## config.mk

```make
export PLATFORM = sky130hd
export DESIGN_NAME = ble_adv_data_filter_parser
export DESIGN_NICKNAME = d
export VERILOG_FILES = /design/src/hw/rtl/bleadv_pkg.sv /design/src/hw/rtl/bleadv_parse.sv /design/src/hw/rtl/bleadv_obuf.sv /design/src/hw/rtl/ble_adv_data_filter_parser.sv
export VERILOG_INCLUDE_DIRS = /design/src /design/src/hw/rtl
export SDC_FILE = /design/constraint.sdc
export NUM_CORES = 1
export LEC_CHECK = 0
export ABC_AREA = 1
export BUFFER_PORTS_ARGS = -buffer_cell sky130_fd_sc_hd__clkbuf_2
export CAP_MARGIN = 20
export CORE_UTILIZATION = 29
export CTS_CLUSTER_SIZE = 30
export DETAILED_ROUTE_END_ITERATION = 7
export HOLD_SLACK_MARGIN = 0.08
export PLACE_DENSITY = 0.45
export SYNTH_ARGS = -nofsm -noshare
export SYNTH_HDL_FRONTEND = slang
export SYNTH_HIERARCHICAL = 1
export SYNTH_SLANG_ARGS = --single-unit
```

## constraint.sdc

```tcl
create_clock -name clk -period 2.85 [get_ports clk]
set_input_delay 0.1425 -clock clk [delete_from_list [all_inputs] [get_ports clk]]
set_output_delay 0.1425 -clock clk [all_outputs]
set_load 0.05 [all_outputs]
```

## src/hw/rtl/ble_adv_data_filter_parser_defines.svh

```systemverilog
// ---------------------------------------------------------------------------
// BLE advertising data parser - assertion macros
// Shared assertion forms; each expects clk and rst_n in the calling scope.
// ---------------------------------------------------------------------------
`ifndef BLE_ADV_DATA_FILTER_PARSER_DEFINES_SVH
`define BLE_ADV_DATA_FILTER_PARSER_DEFINES_SVH

// Consequent checked in the same cycle as the antecedent
`define BLEADV_ASSERT_SAME(lbl, ante, cons, msg) \
  lbl: assert property (@(posedge clk) disable iff (!rst_n) (ante) |-> (cons)) \
    else $error(msg);

// Consequent checked in the cycle after the antecedent
`define BLEADV_ASSERT_NEXT(lbl, ante, cons, msg) \
  lbl: assert property (@(posedge clk) disable iff (!rst_n) (ante) |=> (cons)) \
    else $error(msg);

`endif

```

## src/hw/rtl/bleadv_pkg.sv

```systemverilog
// ---------------------------------------------------------------------------
// BLE advertising data parser - package
// Types, AD type codes, discovery modes and reset values.
// ---------------------------------------------------------------------------
`default_nettype none

package bleadv_pkg;

  // Default cap on the report length
  localparam int unsigned MAX_REPORT_BYTES_DEF = 31;

  // Configuration register indexes
  localparam logic CFG_IDX_MODE  = 1'b0;
  localparam logic CFG_IDX_LIMIT = 1'b1;

  // Configuration reset values
  localparam logic [1:0] MODE_RST  = 2'd0;
  localparam logic [4:0] LIMIT_RST = 5'd29;

  // Discovery modes
  localparam logic [1:0] MODE_ALL     = 2'd0;
  localparam logic [1:0] MODE_LIMITED = 2'd1;
  localparam logic [1:0] MODE_GENERAL = 2'd2;

  // AD structure types
  localparam logic [7:0] AD_FLAGS      = 8'h01;
  localparam logic [7:0] AD_NAME_SHORT = 8'h08;
  localparam logic [7:0] AD_NAME_FULL  = 8'h09;

  // Position within one AD structure
  typedef enum logic [1:0] {
    PH_LEN,
    PH_TYPE,
    PH_VALUE,
    PH_FLAGVAL
  } phase_t;

  // Progress of the local name
  typedef enum logic [1:0] {
    NAME_NONE,
    NAME_PASS,
    NAME_DONE,
    NAME_FAIL
  } name_state_t;

  typedef struct packed {
    logic [1:0] discovery_mode;
    logic [4:0] name_limit;
  } cfg_t;

  typedef struct packed {
    logic [7:0] name_byte;
    logic       name_byte_valid;
    logic       report_done;
    logic       accept;
    logic       name_ok;
  } result_t;

endpackage

`default_nettype wire

```

## src/hw/rtl/bleadv_parse.sv

```systemverilog
// ---------------------------------------------------------------------------
// BLE advertising data parser - AD structure walker
// Tracks the length/type/value phases of one report and forms the result
// for each accepted byte.
// ---------------------------------------------------------------------------
`default_nettype none
`include "ble_adv_data_filter_parser_defines.svh"

module bleadv_parse #(
  parameter int unsigned MAX_REPORT_BYTES = bleadv_pkg::MAX_REPORT_BYTES_DEF
) (
  input  wire logic             clk,
  input  wire logic             rst_n,
  input  wire logic             fire,
  input  wire logic [7:0]       data_byte,
  input  wire logic [4:0]       report_length,
  input  wire logic             last,
  input  wire bleadv_pkg::cfg_t cfg,
  output bleadv_pkg::result_t   result
);

  logic [5:0]              offset_r, offset_nxt;
  bleadv_pkg::phase_t      phase_r, phase_nxt;
  logic [7:0]              rem_r, rem_nxt;
  logic                    flags_seen_r, flags_seen_nxt;
  logic [7:0]              flags_value_r, flags_value_nxt;
  bleadv_pkg::name_state_t name_r, name_nxt;
  logic                    ended_r, ended_nxt;

  logic [4:0] eff;
  logic       active;
  logic [8:0] field_end;
  logic [7:0] rem_dec;
  logic       cap;
  logic       verdict;

  // Effective report length
  assign eff    = ({3'b000, report_length} < 8'(MAX_REPORT_BYTES)) ?
                  report_length : 5'(MAX_REPORT_BYTES);
  assign active = !ended_r && (offset_r < {1'b0, eff});
  assign field_end = 9'(offset_r) + 9'd1 + 9'(data_byte);
  assign rem_dec   = rem_r - 8'd1;

  // Walk one byte and form its result
  always_comb begin
    offset_nxt      = offset_r;
    phase_nxt       = phase_r;
    rem_nxt         = rem_r;
    flags_seen_nxt  = flags_seen_r;
    flags_value_nxt = flags_value_r;
    name_nxt        = name_r;
    ended_nxt       = ended_r;
    cap             = 1'b0;
    verdict         = 1'b0;
    result          = '0;

    if (active) begin
      case (phase_r)
        bleadv_pkg::PH_LEN: begin
          if (data_byte == 8'd0) begin
            ended_nxt = 1'b1;
          end else if (field_end > 9'(eff)) begin
            // structure overruns the report
            ended_nxt = 1'b1;
            if (name_r == bleadv_pkg::NAME_NONE) begin
              name_nxt = bleadv_pkg::NAME_FAIL;
            end
          end else begin
            rem_nxt   = data_byte;
            phase_nxt = bleadv_pkg::PH_TYPE;
          end
        end
        bleadv_pkg::PH_TYPE: begin
          rem_nxt = rem_dec;
          if (data_byte == bleadv_pkg::AD_FLAGS && !flags_seen_r) begin
            cap             = 1'b1;
            flags_seen_nxt  = 1'b1;
            flags_value_nxt = 8'd0;
          end
          if ((data_byte == bleadv_pkg::AD_NAME_SHORT ||
               data_byte == bleadv_pkg::AD_NAME_FULL) &&
              name_r == bleadv_pkg::NAME_NONE) begin
            if (rem_dec > 8'(cfg.name_limit)) begin
              name_nxt = bleadv_pkg::NAME_FAIL;
            end else if (rem_dec == 8'd0) begin
              name_nxt = bleadv_pkg::NAME_DONE;
            end else begin
              name_nxt = bleadv_pkg::NAME_PASS;
            end
          end
          if (rem_dec == 8'd0) begin
            phase_nxt = bleadv_pkg::PH_LEN;
          end else begin
            phase_nxt = cap ? bleadv_pkg::PH_FLAGVAL : bleadv_pkg::PH_VALUE;
          end
        end
        default: begin
          if (phase_r == bleadv_pkg::PH_FLAGVAL) begin
            flags_value_nxt = data_byte;
          end
          if (name_r == bleadv_pkg::NAME_PASS) begin
            result.name_byte       = data_byte;
            result.name_byte_valid = 1'b1;
          end
          rem_nxt = rem_dec;
          if (rem_dec == 8'd0) begin
            phase_nxt = bleadv_pkg::PH_LEN;
            if (name_r == bleadv_pkg::NAME_PASS) begin
              name_nxt = bleadv_pkg::NAME_DONE;
            end
          end else begin
            phase_nxt = bleadv_pkg::PH_VALUE;
          end
        end
      endcase
    end

    // Saturate the offset
    if (offset_r != 6'd63) begin
      offset_nxt = offset_r + 6'd1;
    end

    // Discovery verdict on the updated flags
    case (cfg.discovery_mode)
      bleadv_pkg::MODE_ALL:     verdict = 1'b1;
      bleadv_pkg::MODE_LIMITED: verdict = flags_seen_nxt && flags_value_nxt[0];
      bleadv_pkg::MODE_GENERAL: verdict = flags_seen_nxt && (|flags_value_nxt[1:0]);
      default:                  verdict = 1'b0;
    endcase

    // Close the report on its final byte
    if (last) begin
      result.report_done = 1'b1;
      result.accept      = verdict;
      result.name_ok     = (name_nxt == bleadv_pkg::NAME_DONE);
      offset_nxt         = 6'd0;
      phase_nxt          = bleadv_pkg::PH_LEN;
      rem_nxt            = 8'd0;
      flags_seen_nxt     = 1'b0;
      flags_value_nxt    = 8'd0;
      name_nxt           = bleadv_pkg::NAME_NONE;
      ended_nxt          = 1'b0;
    end
  end

  // Hold state between requests
  always_ff @(posedge clk) begin
    if (!rst_n) begin
      offset_r      <= 6'd0;
      phase_r       <= bleadv_pkg::PH_LEN;
      rem_r         <= 8'd0;
      flags_seen_r  <= 1'b0;
      flags_value_r <= 8'd0;
      name_r        <= bleadv_pkg::NAME_NONE;
      ended_r       <= 1'b0;
    end else if (fire) begin
      offset_r      <= offset_nxt;
      phase_r       <= phase_nxt;
      rem_r         <= rem_nxt;
      flags_seen_r  <= flags_seen_nxt;
      flags_value_r <= flags_value_nxt;
      name_r        <= name_nxt;
      ended_r       <= ended_nxt;
    end
  end

  `BLEADV_ASSERT_SAME(a_verdict_only_at_end, fire && !last,
    !result.accept && !result.name_ok, "verdict outside final byte")
  `BLEADV_ASSERT_NEXT(a_clear_after_last, fire && last,
    phase_r == bleadv_pkg::PH_LEN && offset_r == 6'd0 && !ended_r,
    "report state not cleared")
  `BLEADV_ASSERT_SAME(a_name_byte_in_pass, fire && result.name_byte_valid,
    name_r == bleadv_pkg::NAME_PASS, "name byte outside name field")

endmodule

`default_nettype wire

```

## src/hw/rtl/bleadv_obuf.sv

```systemverilog
// ---------------------------------------------------------------------------
// BLE advertising data parser - result queue
// Two-entry result register so a new request is taken while a result waits.
// ---------------------------------------------------------------------------
`default_nettype none
`include "ble_adv_data_filter_parser_defines.svh"

module bleadv_obuf (
  input  wire logic                clk,
  input  wire logic                rst_n,
  input  wire logic                push_valid,
  output logic                     push_ready,
  input  wire bleadv_pkg::result_t push_data,
  output logic                     pop_valid,
  input  wire logic                pop_ready,
  output bleadv_pkg::result_t      pop_data
);

  bleadv_pkg::result_t entry_r [2];
  logic       wr_ptr_r;
  logic       rd_ptr_r;
  logic [1:0] count_r;
  logic       push;
  logic       pop;

  assign push_ready = (count_r != 2'd2);
  assign pop_valid  = (count_r != 2'd0);
  assign pop_data   = entry_r[rd_ptr_r];
  assign push       = push_valid && push_ready;
  assign pop        = pop_valid && pop_ready;

  // Store the incoming result
  always_ff @(posedge clk) begin
    if (push) begin
      entry_r[wr_ptr_r] <= push_data;
    end
  end

  // Advance pointers and occupancy
  always_ff @(posedge clk) begin
    if (!rst_n) begin
      wr_ptr_r <= 1'b0;
      rd_ptr_r <= 1'b0;
      count_r  <= 2'd0;
    end else begin
      if (push) begin
        wr_ptr_r <= !wr_ptr_r;
      end
      if (pop) begin
        rd_ptr_r <= !rd_ptr_r;
      end
      if (push && !pop) begin
        count_r <= count_r + 2'd1;
      end else if (pop && !push) begin
        count_r <= count_r - 2'd1;
      end
    end
  end

  `BLEADV_ASSERT_SAME(a_count_range, 1'b1, count_r != 2'd3, "queue count out of range")
  `BLEADV_ASSERT_NEXT(a_pop_drains, pop && !push,
    count_r == $past(count_r) - 2'd1, "pop did not drain an entry")
  `BLEADV_ASSERT_NEXT(a_push_fills, push && !pop,
    count_r == $past(count_r) + 2'd1 && pop_valid, "push did not fill an entry")

endmodule

`default_nettype wire

```

## src/hw/rtl/ble_adv_data_filter_parser.sv

```systemverilog
// ---------------------------------------------------------------------------
// BLE advertising data filter and name parser
// Walks the AD structures of one report, passes the first local name through
// and gives a discovery verdict on the final byte.
// ---------------------------------------------------------------------------
//  channel | dir | tdata (low bit up)                       | tuser / tlast
//  in_     | in  | data_byte[7:0], report_length[12:8]      | tlast = last
//  out_    | out | name_byte[7:0], accept[8], name_ok[9]    | tuser = name_byte_valid,
//          |     |                                          | tlast = report_done
//  cfg_    | in  | index 0 discovery_mode, 1 name_limit     | -
//
//  One byte per cycle while in_tready is high; each result is registered in the result queue.
//  The parse state updates in the accepting cycle and a two-entry result
//  queue sets the stall point: in_tready drops only when both entries wait.
//  Reset clears the report state and loads discovery_mode 0, name_limit 29.
//  Configuration writes are always taken.
// ---------------------------------------------------------------------------
`default_nettype none

module ble_adv_data_filter_parser #(
  parameter int unsigned MAX_REPORT_BYTES = bleadv_pkg::MAX_REPORT_BYTES_DEF
) (
  input  wire logic        clk,
  input  wire logic        rst_n,
  // data_byte[7:0], report_length[12:8], zero pad
  input  wire logic [15:0] in_tdata,
  input  wire logic        in_tlast,
  input  wire logic        in_tvalid,
  output logic             in_tready,
  // name_byte[7:0], accept[8], name_ok[9], zero pad
  output logic [15:0]      out_tdata,
  // name_byte_valid[0]
  output logic             out_tuser,
  output logic             out_tlast,
  output logic             out_tvalid,
  input  wire logic        out_tready,
  input  wire logic        cfg_valid,
  output logic             cfg_ready,
  input  wire logic        cfg_index,
  input  wire logic [4:0]  cfg_data
);

  bleadv_pkg::cfg_t    cfg_r;
  bleadv_pkg::result_t res;
  bleadv_pkg::result_t res_out;
  logic                in_fire;

  assign cfg_ready = 1'b1;
  assign in_fire   = in_tvalid && in_tready;

  // Configuration registers
  always_ff @(posedge clk) begin
    if (!rst_n) begin
      cfg_r.discovery_mode <= bleadv_pkg::MODE_RST;
      cfg_r.name_limit     <= bleadv_pkg::LIMIT_RST;
    end else if (cfg_valid && cfg_ready) begin
      case (cfg_index)
        bleadv_pkg::CFG_IDX_MODE:  cfg_r.discovery_mode <= cfg_data[1:0];
        bleadv_pkg::CFG_IDX_LIMIT: cfg_r.name_limit     <= cfg_data;
        default: ;
      endcase
    end
  end

  // AD structure walker
  bleadv_parse #(
    .MAX_REPORT_BYTES(MAX_REPORT_BYTES)
  ) u_parse (
    .clk          (clk),
    .rst_n        (rst_n),
    .fire         (in_fire),
    .data_byte    (in_tdata[7:0]),
    .report_length(in_tdata[12:8]),
    .last         (in_tlast),
    .cfg          (cfg_r),
    .result       (res)
  );

  // Result queue
  bleadv_obuf u_obuf (
    .clk       (clk),
    .rst_n     (rst_n),
    .push_valid(in_tvalid),
    .push_ready(in_tready),
    .push_data (res),
    .pop_valid (out_tvalid),
    .pop_ready (out_tready),
    .pop_data  (res_out)
  );

  // Pack the result request
  assign out_tdata = {6'b000000, res_out.name_ok, res_out.accept, res_out.name_byte};
  assign out_tuser = res_out.name_byte_valid;
  assign out_tlast = res_out.report_done;

endmodule

`default_nettype wire

```

; After elaboration in Yosys (flattened, before gate mapping)
; Memories as Yosys holds them, arrays and structs flattened. A register that Yosys moved wholly into a read port is not among the register bits.
; Index checks and enable logic that the tools add are counted.
[totals]
reg_bits = 33
rom_bits = 0
latchBits = 0
n_memories = 1
ram_bits = 24
[mem_list]
columns = memory, words, word_bits, read_ports, rd_clocked_by_memory_dff, write_ports, line_no
row1 = u_obuf.entry_r, 2, 12, 1, 1, 1, bleadv_obuf.sv:19  ; bleadv_pkg::result_t entry_r [2];
[classes]
n_bitwise = 1
n_reduce_logical = 34
n_div = 0
n_mux = 55
n_shift = 0
n_addsub = 6
n_mul = 0
n_eq_ne = 13
order_cmp = 4
[ops]
columns = cell, count
row1 = 2-bit 2-to-1 mux, 22
row2 = 8-bit 2-to-1 mux, 5
row3 = 9-bit 2-to-1 mux, 3
row4 = 1-bit 2-to-1 mux, 17
row5 = "8-bit by 4-bit == test with 1-bit output, second input constant", 2
row6 = 8-bit zero test, 2
row7 = 6-bit 2-to-1 mux, 2
row8 = 2-bit case mux with 2 select lines, 3
row9 = 2-bit nonzero test, 5
row10 = 7-bit by 8-bit adder with 9-bit output, 1
row11 = 9-bit by 5-bit > comparator with 1-bit output, 1
row12 = 1-bit logical AND, 9
row13 = "8-bit by 1-bit == test with 1-bit output, second input constant", 1
row14 = 8-bit by 5-bit > comparator with 1-bit output, 1
row15 = 4-bit AND reduction, 2
row16 = "8-bit by 1-bit subtractor with 8-bit output, second input constant", 1
row17 = "6-bit by 1-bit adder with 7-bit output, second input constant", 1
row18 = "6-bit by 1-bit adder with 6-bit output, second input constant", 1
row19 = "2-bit by 1-bit == test with 1-bit output, second input constant", 3
row20 = "2-bit == test, second input constant", 3
row21 = 1-bit zero test, 6
row22 = 2-bit zero test, 3
row23 = 6-bit by 5-bit < comparator with 1-bit output, 1
row24 = "3-bit != test, second input constant", 2
row25 = other kinds (13), 16

; Longest topological paths before layout
[logic_depth]
depth_word = 10
depth_mapped = 22
ltp_nobuf = 22

; Hierarchy
; Netlist, hierarchy kept.
[by_module_without_submodules]
columns = module, area_each_um2, n_inst, seq_area_each_um2, cells_each
row1 = bleadv_parse, 2363.5, 1, 440.4, 387
row2 = bleadv_obuf, 1156.1, 1, 820.8, 74
row3 = ble_adv_data_filter_parser, 335.3, 1, 140.1, 48

; Worst setup path before layout
; OpenSTA, ideal clock, no wires.
[synth_timing]
kind = register to register
start = register u_parse.offset_r[0]
end = memory u_obuf/entry_r[0][0] (netlist name) (data pin)
required_time_ns = 2.589
path_stages_with_launch = 21
t_arrival_ns = 2.313
setup_slack_ns = 0.277
path_buffers = 0
cell_sequence = dfxtp_1 inv_2 ha_1 inv_1 fa_1 nand2_1 nand2_1 nand2_1 xnor2_1 ha_1 or2_2 nand2_1 nor2_1 nand3_2 nand2_1 nand2_1 nand2_1 nand2_1 nand2_1 nand3_1 nor2_1
[synth_lines]
columns = element, line_no
row1 = "start, declared", bleadv_parse.sv:22  ; logic [5:0] offset_r, offset_nxt;
row2 = "start signal, assigned", bleadv_parse.sv:157  ; offset_r <= offset_nxt;
row3 = "end, declared", bleadv_obuf.sv:19

==> flow_summary.yaml <==
run_status:
  outcome: "finished clean"
logic_synthesis:
  ys_top_cells_by_area: "sky130_fd_sc_hd__edfxtp_1 (19%), sky130_fd_sc_hd__dfxtp_1 (18%), sky130_fd_sc_hd__nand2_1 (11%)"
  synth_common_cells: "sky130_fd_sc_hd__nand2_1 (113), sky130_fd_sc_hd__inv_1 (74), sky130_fd_sc_hd__nor2_1 (55)"
  count_of_flip_flops_with_a_built_in_enable_after_synthesis: 24
  synth_top_flop_cell: "sky130_fd_sc_hd__dfxtp_1"
  synth_area_sq_mm: 0.00385
  synth.yosys.warnings: 6
  ys_async_sr_fraction: 0
  synthesis.instances: 509
  synth_top_cell_by_area: "sky130_fd_sc_hd__edfxtp_1"
  postSynthRegisterBits: 58
  synth_area_per_cell_sq_um: 7.57
  yosysTopAreaCellShare: 0.187
  ys_seq_area_frac: 0.364
  synth.most_common_cell: "sky130_fd_sc_hd__nand2_1"
  synth.lib_cells_used.distinct: 47
grt:
  globalRouteTotalUtil: 0.141
  vias_in_the_first_global_route: 3070
  grt_max_degree: 22
  globalRouteOverflowTotal: 0
  antenna_found_initial: 0
  grt_first_pass_wirelength_um: 14700
setup_path:
  timing.critical_path.slowest_cell_delay_ns: 0.41
  critPathSlowestCell: "sky130_fd_sc_hd__fa_2"
  worstPathCellList: "inv_2 > ha_4 > inv_4 > fa_2 > nand2_2 > nand2_1 > nand2_1 > xnor2_1 > ha_1 > or2_4 > nand2_2 > nor2_2 > nand3_4 > nand2_1 > nand2_1 > nand2_1 > nand2_1 > nand2_1 > nand3_2 > nor2_2"
  cp_num_buf_inv: 2
  cp-end-kind: "register"
  path_delay_family: "simple AND/OR/NAND/NOR gates"
  setup.worst_path.start_class: "register"
  critical_path_arrival_ns: 2.82
  path_max_fanout: 4
  critical_path_class: "reg2reg"
  endpoint_required_time_on_the_critical_path_ns: 2.91
  crit_path_frequent_cell: "sky130_fd_sc_hd__nand2_1"
clock_tree:
  numCtsBuffers: 9
  clock_tree.htree_level_count: 3
  cts_root_buffer: "sky130_fd_sc_hd__clkbuf_16"
  clk_latency_ns: 0.32
  clk_sinks: 58
  cts_tree: "done"
  max-clock-path-buffers: 2
  cts.clk_slew.worst_paths_ns: 0.05
drt:
  avgViaCountPerCell: 4.57
  drt-pass1-iter-count: 5
  drt_first_iter_violations: 257
  avgRoutedWirePerCell_um: 12.6
  remaining_drc_errors: 0
  drt.antenna.violating_nets: 0
  routed-via-count: 3397
  finalWirelength_um: 9350
sta:
  slew_headroom: 0.527
  timing.fmax_mhz: 362
  clock-skew-final_ns: 0.00772
  setup_repair_after_global_routing_missed_its_margin: "yes"
  finalWorstPathRequiredPeriod_ns: 2.76
  tightestPinTransition_ns: 0.709
  timing.final.setup_violations: 0
  layout_setup_ws_ns: 0.0907
  finalCritPeriodShare: 0.968
  report.final.hold_viol_count: 0
  drv_slew: 0
cells_and_area:
  antenna_cells: 0
  final_net_count: 623
  area_growth_pct: 24.4
  finish.utilization: 0.376
  drive_gt1_frac: 0.238
  fillerInstances: 1321
run:
  drv_cap: 0
die:
  ios: 49
  chipHeight_um: 117
  core_area_sq_mm: 0.0128
  floorplan_die_width_um: 117
  initial_utilization: 0.302
  die_area_sq_mm: 0.0138
  rows: 41
placed_design:
  place.detailed.hpwl_um: 7200
  preCtsSetupSlack_ns: 0.00606
  buffer_ports.inserted: 38
  finalWeightedCongestion: 0.826
power:
  pwr_density_cell_mw_per_mm2: 807
  ir_drop_uv: 346
  power_leakage_nw: 2.28
worst_hold_path:
  worst_hold_path_type: "in2reg"
==> per-stage QoR <==
step           setup TNS, ns  power (mW)  std cells  area, sq um  hold slack, ns
3_5_place_dp               0        2.54        718         4250           0.359
4_1_cts                    0        3.80        738         4620           0.100
5_1_grt               -0.223        4.13        744         4800           0.135
6_report                   0        3.87        744         4800           0.110
2_1_floorplan              0        2.24        514         3870           0.227
3_3_place_gp               0        2.53        718         4250           0.340
==> final timing paths <==
path / start / end / slack (ns) / depth (start not counted)
hold reg to reg: u_parse/flags_value_r[0] / u_parse/flags_value_r[0] / 0.47 / 2
setup / recovery: u_parse/offset_r[0] / u_obuf/entry_r[1][0] / 0.09 / 20
hold / removal: cfg_data[1] / cfg_r[1] / 0.11 / 3
setup reg to reg: u_parse/offset_r[0] / u_obuf/entry_r[1][0] / 0.09 / 20
==> cell usage in the layout, fill, tap and decap left out, drive strengths merged <==
master,n
nand2,116
inv,85
nor2,61
clkbuf,49
a21oi,38
dfxtp,34
nand3,32
ha,27
o21ai,27
edfxtp,24
buf,13
mux2,12
conb,7
nand4,6
nor3,6
dlygate4sd3,4
clkinv,4
bufinv,3
o21a,3
a211oi,3
xor2,3
or2,3
nor4,2
xnor2,1
a21boi,1
o211ai,1
a31oi,1
nand3b,1
o211a,1
o31ai,1
nor3b,1
or3,1
fa,1
==> metal layers <==
metal,wire length [um],vias to the layer above,GRT usage
li1,-,1756,-
met4,112,0,0.0456
met5,0,-,0
met2,4270,90,0.227
met1,4510,1541,0.187
met3,456,10,0.0304
==> report_power, final <==
part	switching [mW]	total [mW]	internal, mW
registers	0.101	1.11	1.01
logic	1.02	1.54	0.520
clock network	0.373	1.23	0.852
total	1.49	3.87	2.38
==> tightest hold or removal path, stage by stage <==
cell and delay [ns]:
sky130_fd_sc_hd__clkbuf_2 0.09, sky130_fd_sc_hd__o21ai_0 0.08, sky130_fd_sc_hd__nor2_1 0.08
==> flip-flops by register name, summed over array words and instances (netlist names), named ones only <==
name,flops
u_obuf/entry_r,24
u_parse/rem_r,8
cfg_r,7
u_parse/offset_r,6
u_obuf/count_r,2
u_parse/flags_value_r,2
u_parse/name_r,2
u_parse/phase_r,2
u_obuf/rd_ptr_r,1
u_obuf/wr_ptr_r,1
u_parse/ended_r,1
u_parse/flags_seen_r,1
==> cells by family (layout without fill, tap and decap cells) <==
logic type      after synthesis  in the layout  share of synthesized area
xor+xnor                      4              4                    0.00909
buf+inv                     102            158                      0.112
compound gates               76             76                      0.110
mux                          12             12                     0.0448
simple gates                227            229                      0.266
fa+ha+maj                    28             28                     0.0928
flops                        58             58                      0.364
other cells                   2              7                    0.00195
==> final cells by class <==
type	count	area, sq um	area share
multi-input combinational	356	2180	0.455
sequential	58	1400	0.292
timing repair buffer	55	332	0.0691
inverter	87	332	0.0691
clock buffer	11	233	0.0485
tap	172	215	0.0449
clock inverter	5	103	0.0214
==> timing repair <==
| item | CTS | global route |
|---|---|---|
| setup buffers | 0 | 4 |
| hold buffers | 4 | 0 |
| setup endpoints to repair | 0 | 14 |
| endpoints found under the hold margin | 4 | 0 |
| gates resized for setup | 0 | 39 |
Power figures use the tool's default switching activity.
